### config.mk
export PLATFORM = sky130hd
export DESIGN_NAME = tccs_cfg
export DESIGN_NICKNAME = d
export VERILOG_FILES = /design/src/rtl/tccs_pkg.sv /design/src/rtl/tccs_cfg.sv
export SDC_FILE = /design/constraint.sdc
export NUM_CORES = 1
export LEC_CHECK = 0
export BUFFER_PORTS_ARGS = -buffer_cell sky130_fd_sc_hd__buf_2
export CORE_MARGIN = 2
export CORE_UTILIZATION = 40
export DETAILED_ROUTE_END_ITERATION = 7
export PLACE_DENSITY = 0.83
export SYNTH_ARGS = -nofsm -noshare
export SYNTH_HDL_FRONTEND = slang
export SYNTH_SLANG_ARGS = --single-unit
### constraint.sdc
create_clock -name i_clk -period 3.4 [get_ports i_clk]
set_input_delay 0.68 -clock i_clk [delete_from_list [all_inputs] [get_ports i_clk]]
set_output_delay 0.68 -clock i_clk [all_outputs]
set_load 0.01 [all_outputs]
### src/rtl/tccs_pkg.sv
`timescale 1ns / 1ps

package tccs_pkg;

    // Default window store geometry
    localparam int MAX_COLS_DEF = 128;
    localparam int MAX_ROWS_DEF = 32;

    // Smallest usable window including the frame
    localparam int MIN_DIM = 3;

    // Configuration port
    localparam int PADDR_W = 3;
    localparam int PDATA_W = 32;
    localparam logic [0:0] REG_COLS = 1'b0;
    localparam logic [0:0] REG_ROWS = 1'b1;
    localparam logic [7:0] COLS_RESET = 8'd80;
    localparam logic [5:0] ROWS_RESET = 6'd25;

    // Field widths
    localparam int MODE_W = 2;
    localparam int CODE_W = 8;
    localparam int RROW_W = 5;
    localparam int RCOL_W = 7;
    localparam int OCOL_W = 7;
    localparam int OROW_W = 5;
    localparam int IN_DATA_W = 24;
    localparam int OUT_DATA_W = 24;

    // Command kinds
    typedef enum logic [MODE_W-1:0] {
        MODE_PUT   = 2'd0,
        MODE_READ  = 2'd1,
        MODE_CLEAR = 2'd2
    } t_mode;

    // Key codes with a meaning of their own
    localparam logic [CODE_W-1:0] CODE_ENTER     = 8'd13;
    localparam logic [CODE_W-1:0] CODE_BACKSPACE = 8'd8;
    localparam logic [CODE_W-1:0] CODE_ESCAPE    = 8'd27;
    localparam logic [CODE_W-1:0] CODE_TAB       = 8'd9;
    localparam logic [CODE_W-1:0] CODE_EXTENDED  = 8'd0;

endpackage

### src/rtl/tccs_cfg.sv
`timescale 1ns / 1ps

module tccs_cfg #(
    parameter int MAX_COLS = tccs_pkg::MAX_COLS_DEF,
    parameter int MAX_ROWS = tccs_pkg::MAX_ROWS_DEF
) (
    input  logic                          i_clk,
    input  logic                          i_rst_n,
    input  logic                          psel,
    input  logic                          penable,
    input  logic                          pwrite,
    input  logic [tccs_pkg::PADDR_W-1:0]  paddr,
    input  logic [tccs_pkg::PDATA_W-1:0]  pwdata,
    output logic [tccs_pkg::PDATA_W-1:0]  prdata,
    output logic                          pready,
    output logic [$clog2(MAX_COLS)-1:0]   o_last_col,
    output logic [$clog2(MAX_ROWS)-1:0]   o_last_row
);

    localparam int CW = $clog2(MAX_COLS);
    localparam int RW = $clog2(MAX_ROWS);

    logic [7:0]  r_cols;
    logic [5:0]  r_rows;
    logic [31:0] cols_sat;
    logic [31:0] rows_sat;

    // Register writes
    always_ff @(posedge i_clk) begin
        if (!i_rst_n) begin
            r_cols <= tccs_pkg::COLS_RESET;
            r_rows <= tccs_pkg::ROWS_RESET;
        end else if (psel && penable && pwrite) begin
            case (paddr[2])
                tccs_pkg::REG_COLS: r_cols <= pwdata[7:0];
                tccs_pkg::REG_ROWS: r_rows <= pwdata[5:0];
                default: ;
            endcase
        end
    end

    // Register reads
    always_comb begin
        case (paddr[2])
            tccs_pkg::REG_COLS: prdata = {24'd0, r_cols};
            tccs_pkg::REG_ROWS: prdata = {26'd0, r_rows};
            default:            prdata = '0;
        endcase
    end

    assign pready = 1'b1;

    // Window size in use, saturated to the store
    always_comb begin
        cols_sat = 32'(r_cols);
        if (cols_sat < 32'(tccs_pkg::MIN_DIM)) begin
            cols_sat = 32'(tccs_pkg::MIN_DIM);
        end else if (cols_sat > 32'(MAX_COLS)) begin
            cols_sat = 32'(MAX_COLS);
        end
        rows_sat = 32'(r_rows);
        if (rows_sat < 32'(tccs_pkg::MIN_DIM)) begin
            rows_sat = 32'(tccs_pkg::MIN_DIM);
        end else if (rows_sat > 32'(MAX_ROWS)) begin
            rows_sat = 32'(MAX_ROWS);
        end
    end

    // Last inner column and row
    assign o_last_col = CW'(cols_sat - 32'd2);
    assign o_last_row = RW'(rows_sat - 32'd2);

endmodule

==> results.ini, run 1 <==
[status]
status=completed

[logic_synthesis]
syn_inst=124
synth_ff_type=dfxtp_1
synth.avg_cell_area_um2=8.28
yosysMostFrequentCell=buf_4
synth_edf_count=0
yosysWarnings=0
synth-async-reset-ratio_pct=0
synth_top_area_share_pct=27.3
synth_largest_area_cell=dfxtp_1
ys_seq_area_share_pct=27.3
ys_seq_elements=14
syn_area_mm2=0.00103
netlist-cell-type-count=30
synth_area_leaders=dfxtp_1 27%, buf_4 18%, mux2_2 6.6%
ys_top_cells_by_count=25 x buf_4, 14 x dfxtp_1, 11 x nand2_1, 10 x o21ai_0, 9 x nand3_1

[detailed_routing]
post-route-drc-count=0
wl_met2_um=868
routed-wl-met3_um=251
routed.top_layer=met4
drt.antenna.violating_nets=0
wl_met1_um=874
vias=847
drtIter0Drc=12
dr.pass1.iters=4
wl_per_cell_um=11.1
routed_wl_um=2020
vias_per_cell=4.65

[critical_path]
worst-endpoint-arrival_ps=1990
end_kind=output pin
cp.required_ps=2720
critical-path-top-delay-family=simple AND/OR/NAND/NOR gates
crit_path_top_delay_cell=or3_4
path_buf_inv=1
crit_start=r_cols[4]$_SDFFE_PN1P_
rr_startpoint=r_cols[5]$_SDFFE_PN0P_
startpoint_type=register
crit_type=register to output pin
cp_slowest_stage_delay_ps=430
critPathMaxFanout=8
path_cells=or3_4 -> nor3_2 -> o21bai_1 -> ha_1 -> o311ai_1 -> buf_2

[grt]
grt_max_degree=21
antenna_found_initial=0
grt_pass1_wl_um=2890
grt_usage_pct=13.7
grt_pass1_vias=668
grt_overflow=0

[pwr]
combPwrFrac_pct=18.3
seqPwrFrac_pct=48.4
p_sw_w=0.0000989
leakage_nw=0.556
ir_worst_vdd_mv=0.173
pwr-share-clk_pct=33.3
sw_frac_of_total_pct=27.7
p_int_w=0.000258
p_total_w=0.000357
power.density_mw_per_mm2=317

[floorplan]
dieArea_mm2=0.00299
num_io_pins=85
rows=18
dieWidth_um=54.7
start_util_pct=41.8
die_h_um=54.7
core_area_mm2=0.00245

[place]
place.gp.congestion=0.704
placed_area_mm2=0.00109
post-dp-hpwl_um=1590
portBuffers=33

[timing]
drv_slew=0
period_minus_slack_ps=2670
tns_ps=0
rsz0062_at_grt=no
fmax_mhz=374
finClkSkew_ps=0
setup_violations=0
fin_crit_sh_pct=78.7
hold_viol_final=0
whs_ps=505

[cts]
cts_tree=yes
ctsHoldBuffers=0
clock_latency_ps=280
path_clk_slew_ps=80
clk_root_buffer_cell=clkbuf_4
ctsResizeCount=0
cts_sinks=14
cts_buffer_depth=2
cts_setup_buffers=0
cts_htree_levels=1
cts_buffers=3

[job]
drv_cap=0

[cells_and_area]
finalInstanceArea_mm2=0.00113
num_antenna_cells=0
drive_gt1_share_pct=30.9
syn2layout_area_growth_pct=9.74
fin_util_pct=45.9
nets=195

[worst_hold_path]
holdCritPathClass=register to register
hold_start=r_cols[1]$_SDFFE_PN0P_

-- power by group through the flow --
stage               clock, W  sequential [W]  combinational [W]
global route        0.000128        0.000173          0.0000731
finish              0.000119        0.000173          0.0000655
detailed placement         0        0.000177          0.0000651
floorplan                  0        0.000174          0.0000676
CTS                 0.000120        0.000173          0.0000654
global placement           0        0.000176          0.0000644
-- worst reg2reg max path: stages, from the launching register on --
cell     delay (ps)
dfxtp_1         480
nand3_1         100
o21ai_0          90
-- area by class of cell --
| class | instances | area, um2 |
|---|---|---|
| tap | 30 | 37.5 |
| sequential | 14 | 280 |
| clock buffer | 4 | 36.3 |
| inverter | 3 | 11.3 |
| timing repair buffer | 33 | 165 |
| fill | 248 | 1330 |
| multi-input combinational | 98 | 597 |
-- through the flow --
step / worst slack [ps] / instances
6_report: 725 / 182
5_1_grt: 609 / 182
4_1_cts: 714 / 182
3_5_place_dp: 1020 / 178
3_3_place_gp: 1050 / 178
2_1_floorplan: 1000 / 147
-- per-layer routing --
| layer | up-vias | GRT usage, % |
|---|---|---|
| met5 | - | 0 |
| met4 | 0 | 6.25 |
| met3 | 4 | 4.64 |
| met2 | 52 | 22.8 |
| met1 | 363 | 15.7 |
| li1 | 428 | - |
-- logic make-up (layout without fill, tap and decap cells) --
group                    count (synthesis)  count (layout)  share of synthesized area [%]
AO/OA/AOI/OAI                           19              19                           12.8
other                                    2              25                          0.731
adder cells (fa/ha/maj)                  2               2                           2.44
buffers and inverters                   35              40                           23.0
XOR/XNOR                                 2               2                           1.71
multiplexers                            11              11                           11.4
flip-flops                              14              14                           27.3
AND/OR/NAND/NOR                         39              39                           20.6
-- sequential cells by signal, indices dropped and copies added (netlist names) --
signal  cells
r_rows      6
r_cols      8
-- final timing paths --
check | end | slack, ps | cells past startpoint
hold reg to reg | r_cols[1]$_SDFFE_PN0P_ | 500 | 2
hold / removal | r_cols[1]$_SDFFE_PN0P_ | 500 | 2
setup reg to reg | r_cols[5]$_SDFFE_PN0P_ | 2650 | 2
setup / recovery | o_last_col[5] | 730 | 6
-- cell usage in the layout (no fill, tap or decap) --
master    netlist  final
a211o_1         1      1
buf_2           3     33
clkbuf_4        0      3
clkbuf_8        0      1
conb_1          2     25
dfxtp_1        14     14
ha_1            2      2
inv_1           3      3
mux2_2          6      6
mux2i_1         5      5
nand2_1        11     11
nand2b_1        6      6
nand3_1         9      9
nand4_1         1      1
nand4b_2        1      1
nor2_1          3      3
nor2b_1         2      2
nor3_1          3      3
nor3_2          1      1
o21a_1          1      1
o21ai_0        10     10
o21ba_1         1      1
o21bai_1        2      2
o311ai_1        1      1
o311ai_2        1      1
o31ai_1         2      2
or3_1           1      1
or3_4           1      1
xnor2_1         2      2
(Power assumes the default switching activity.)
==> inputs of run 2 (changes only) <==
--- a/config.mk
+++ b/config.mk
@@ -7,9 +7,9 @@
 export LEC_CHECK = 0
 export BUFFER_PORTS_ARGS = -buffer_cell sky130_fd_sc_hd__buf_2
 export CORE_MARGIN = 2
-export CORE_UTILIZATION = 40
+export CORE_UTILIZATION = 38
 export DETAILED_ROUTE_END_ITERATION = 7
-export PLACE_DENSITY = 0.83
+export PLACE_DENSITY = 0.79
 export SYNTH_ARGS = -nofsm -noshare
 export SYNTH_HDL_FRONTEND = slang
 export SYNTH_SLANG_ARGS = --single-unit
==> constraint.sdc (replaced) <==
create_clock -name i_clk -period 2.76 [get_ports i_clk]
set_input_delay 0.552 -clock i_clk [delete_from_list [all_inputs] [get_ports i_clk]]
set_output_delay 0.552 -clock i_clk [all_outputs]
set_load 0.01 [all_outputs]
==> results.ini, run 2 (same netlist as run 1, synthesis figures left out) <==
[critical_path]
crit_type=register to output pin
startpoint_type=register
r2r_cells=2
cp.required_ps=2210
end_kind=output pin
critPathMaxFanout=8
worst-endpoint-arrival_ps=2060

[cts]
cts_setup_buffers=0
clock_latency_ps=280
cts_buffers=3
cts_tree=yes
clk_root_buffer_cell=clkbuf_4
ctsHoldBuffers=0
path_clk_slew_ps=80
ctsResizeCount=0
cts_sinks=14
cts_htree_levels=1
cts_buffer_depth=2

[timing]
drv_slew=0
setup_violations=0
rsz0062_at_grt=no
fin_crit_sh_pct=94.6
tns_ps=0
hold_viol_final=0
period_minus_slack_ps=2610
fmax_mhz=383
whs_ps=490
finClkSkew_ps=0

[pwr]
leakage_nw=0.556
ir_worst_vdd_mv=0.243
power.density_mw_per_mm2=390

[cells_and_area]
fin_util_pct=44.7
fin_cells=182
top_regs=r_cols (8), r_rows (6)
largest_register_ffs=8
num_antenna_cells=0
drive_gt1_share_pct=30.9
layout_commonest_cell=buf_2
syn2layout_area_growth_pct=9.74
regMostFlops=r_cols
nets=195
mostFrequentLayoutCells=33 x buf_2, 25 x conb_1, 14 x dfxtp_1

[grt]
grt_pass1_vias=697
grt_max_degree=21
grt_overflow=0
grt_usage_pct=11.5
antenna_found_initial=0
grt_pass1_wl_um=2930

[place]
portBuffers=33
post-dp-hpwl_um=1560
place.gp.congestion=0.838
placed_cells=178

[floorplan]
core_area_mm2=0.00252
die_h_um=56.0
num_io_pins=85
dieWidth_um=56.0
start_util_pct=40.7
rows=18
dieArea_mm2=0.00313

[status]
status=completed

[worst_hold_path]
holdCritPathClass=input port to register
holdPathStages=3

[detailed_routing]
wl_per_cell_um=10.7
routed_wl_um=1950
vias_per_cell=4.62
dr.pass1.iters=4
drtIter0Drc=26
drt.antenna.violating_nets=0
post-route-drc-count=0
vias=841

[job]
drv_cap=0

[run 2: critical path, cell delays in order, from the launching register on]
cell	delay, ps
dfxtp_1	390
or3_4	420
nor3_2	140
o21bai_1	120
ha_1	270
o311ai_1	250
buf_2	180
[run 2: final cells by class]
cell class	instances	area, um2
fill	271	1400
inverter	3	11.3
timing repair buffer	33	165
clock buffer	4	36.3
sequential	14	280
multi-input combinational	98	597
tap	30	37.5
[run 2: final timing paths]
path | start | to | slack (ps)
min reg2reg | r_cols[1]$_SDFFE_PN0P_ | r_cols[1]$_SDFFE_PN0P_ | 510
max reg2reg | r_cols[7]$_SDFFE_PN0P_ | r_cols[7]$_SDFFE_PN0P_ | 2020
max | r_cols[4]$_SDFFE_PN1P_ | o_last_col[5] | 150
min | pwdata[6] | r_cols[6]$_SDFFE_PN1P_ | 490
[run 2: report_power, final]
part | switching, W | leakage, nW | internal, W
Sequential | 0.00000630 | 0.114 | 0.000206
Combinational | 0.0000497 | 0.421 | 0.0000314
Clock | 0.0000653 | 0.0210 | 0.0000802
Total | 0.000121 | 0.556 | 0.000318
[run 2: layer usage]
metal	up-vias	share of wire [%]	GRT usage, %
met4	0	0	3.40
met3	0	9.4	4.65
met1	373	48	15.1
met5	-	0	0
li1	429	-	-
met2	39	43	17.1
[run 2: stage by stage]
step | power (W) | cell area, um2 | setup WS [ps]
2_1_floorplan | 0.000297 | 1110 | 491
3_3_place_gp | 0.000297 | 1090 | 490
3_5_place_dp | 0.000298 | 1090 | 471
4_1_cts | 0.000445 | 1130 | 148
5_1_grt | 0.000464 | 1130 | 44.5
6_report | 0.000439 | 1130 | 149
==> inputs of run 3 (changes only) <==
--- a/config.mk
+++ b/config.mk
@@ -6,6 +6,7 @@
 export NUM_CORES = 1
 export LEC_CHECK = 0
 export BUFFER_PORTS_ARGS = -buffer_cell sky130_fd_sc_hd__buf_2
+export CORE_ASPECT_RATIO = 0.6
 export CORE_MARGIN = 2
 export CORE_UTILIZATION = 38
 export DETAILED_ROUTE_END_ITERATION = 7
==> results.ini, run 3 (same netlist as run 1, synthesis figures left out) <==
[timing]
finClkSkew_ps=0
hold_viol_final=0
rsz0062_at_grt=no
drv_slew=0
fin_crit_sh_pct=90.7
setup_violations=0
period_minus_slack_ps=2500
fmax_mhz=399
tns_ps=0

[detailed_routing]
post-route-drc-count=0
drt.antenna.violating_nets=0
vias=828
vias_per_cell=4.48
dr.pass1.iters=5
drtIter0Drc=23
wl_per_cell_um=10.9
routed_wl_um=2020

[critical_path]
cp.required_ps=2210
startpoint_type=register
r2r_cells=3
worst-endpoint-arrival_ps=1950
cp_slowest_stage_delay_ps=420
r2r_end=r_cols[5]$_SDFFE_PN0P_
rr_startpoint=r_cols[5]$_SDFFE_PN0P_
end_kind=output pin
reg2reg_slack_ps=2000
crit_path_top_delay_cell=or3_4
crit_type=register to output pin
path_cells=or3_4 -> nor3_2 -> o21bai_1 -> ha_1 -> o311ai_1 -> buf_2
critPathMaxFanout=8

[place]
portBuffers=33
placed_cells=181
place.gp.congestion=0.781
post-dp-hpwl_um=1630

[cts]
clk_root_buffer_cell=clkbuf_8
ctsHoldBuffers=0
cts_sinks=14
cts_setup_buffers=0
path_clk_slew_ps=60
cts_tree=yes
ctsResizeCount=0
cts_buffer_depth=2
cts_buffers=3
cts_htree_levels=1
clock_latency_ps=250

[floorplan]
core_area_mm2=0.00254
num_io_pins=85
dieArea_mm2=0.00315
start_util_pct=40.4
rows=14
die_h_um=44.3
dieWidth_um=71.1

[cells_and_area]
layout_commonest_cell=buf_2
nets=196
regMostFlops=r_cols
mostFrequentLayoutCells=33 x buf_2, 25 x conb_1, 14 x dfxtp_1
drive_gt1_share_pct=31.4
num_antenna_cells=0
fin_cells=185
largest_register_ffs=8
top_regs=r_cols (8), r_rows (6)
syn2layout_area_growth_pct=12.5

[grt]
grt_overflow=0
grt_pass1_vias=627
met3_usage_pct=6.61
grt-busiest-layer=met1
grt_pass1_wl_um=3010
grt_max_degree=21
met1_usage_pct=18.2
gr-usage-met2_pct=16.6
grt_usage_pct=12.8
antenna_found_initial=0

[pwr]
power.density_mw_per_mm2=427
ir_worst_vdd_mv=0.198
p_total_w=0.000493
leakage_nw=0.569

[worst_hold_path]
holdPathStages=2
holdCritPathClass=register to register
hold_end=r_cols[1]$_SDFFE_PN0P_
hold_start=r_cols[1]$_SDFFE_PN0P_

[status]
status=completed

[job]
drv_cap=0

[run 3: worst max path at each step]
stage,from,cells past startpoint,endpoint,slack [ps]
after global placement,r_cols[4]$_SDFFE_PN1P_,6,o_last_col[5],490
after global routing,r_cols[4]$_SDFFE_PN1P_,6,o_last_col[5],80
after detailed placement,r_cols[4]$_SDFFE_PN1P_,6,o_last_col[5],500
final,r_cols[4]$_SDFFE_PN1P_,6,o_last_col[5],260
after CTS,r_cols[4]$_SDFFE_PN1P_,6,o_last_col[5],230
after floorplan,r_cols[4]$_SDFFE_PN1P_,6,o_last_col[5],490
[run 3: where the power goes]
part | switching, W | leakage [nW] | total, W | internal, W
Sequential | 0.00000581 | 0.114 | 0.000212 | 0.000207
Clock | 0.0000720 | 0.0288 | 0.000198 | 0.000126
Combinational | 0.0000505 | 0.426 | 0.0000823 | 0.0000317
[run 3: layer usage]
layer  vias to the layer above  routed length (um)
met3                         2                 181
met2                        33                 795
met5                         -                   0
met1                       363                1030
met4                         0                  18
li1                        430                   -
[run 3: critical path, delay by kind of cell, from the launching register on]
family / cells / cell delay (ps)
AOI/OAI and AO/OA: 2 / 340
and+or+nand+nor: 2 / 560
DFF: 1 / 370
adders and majority gates: 1 / 260
buffers and inverters: 1 / 180
[run 3: through the flow]
stage / utilization (%) / setup slack, ps / cell area [um2] / hold WS [ps]
global placement: 43.3 / 489 / 1100 / 499
CTS: 45.5 / 232 / 1160 / 518
detailed placement: 43.3 / 505 / 1100 / 507
floorplan: - / 491 / 1110 / 462
global route: 45.5 / 83.6 / 1160 / 533
finish: 45.5 / 257 / 1160 / 520
[run 3: layout make-up]
type	count	area, um2
Clock buffer	4	55.1
Fill cell	259	1380
Inverter	3	11.3
Multi-Input combinational cell	98	597
Sequential cell	14	280
Tap cell	32	40.0
Timing Repair Buffer	34	173
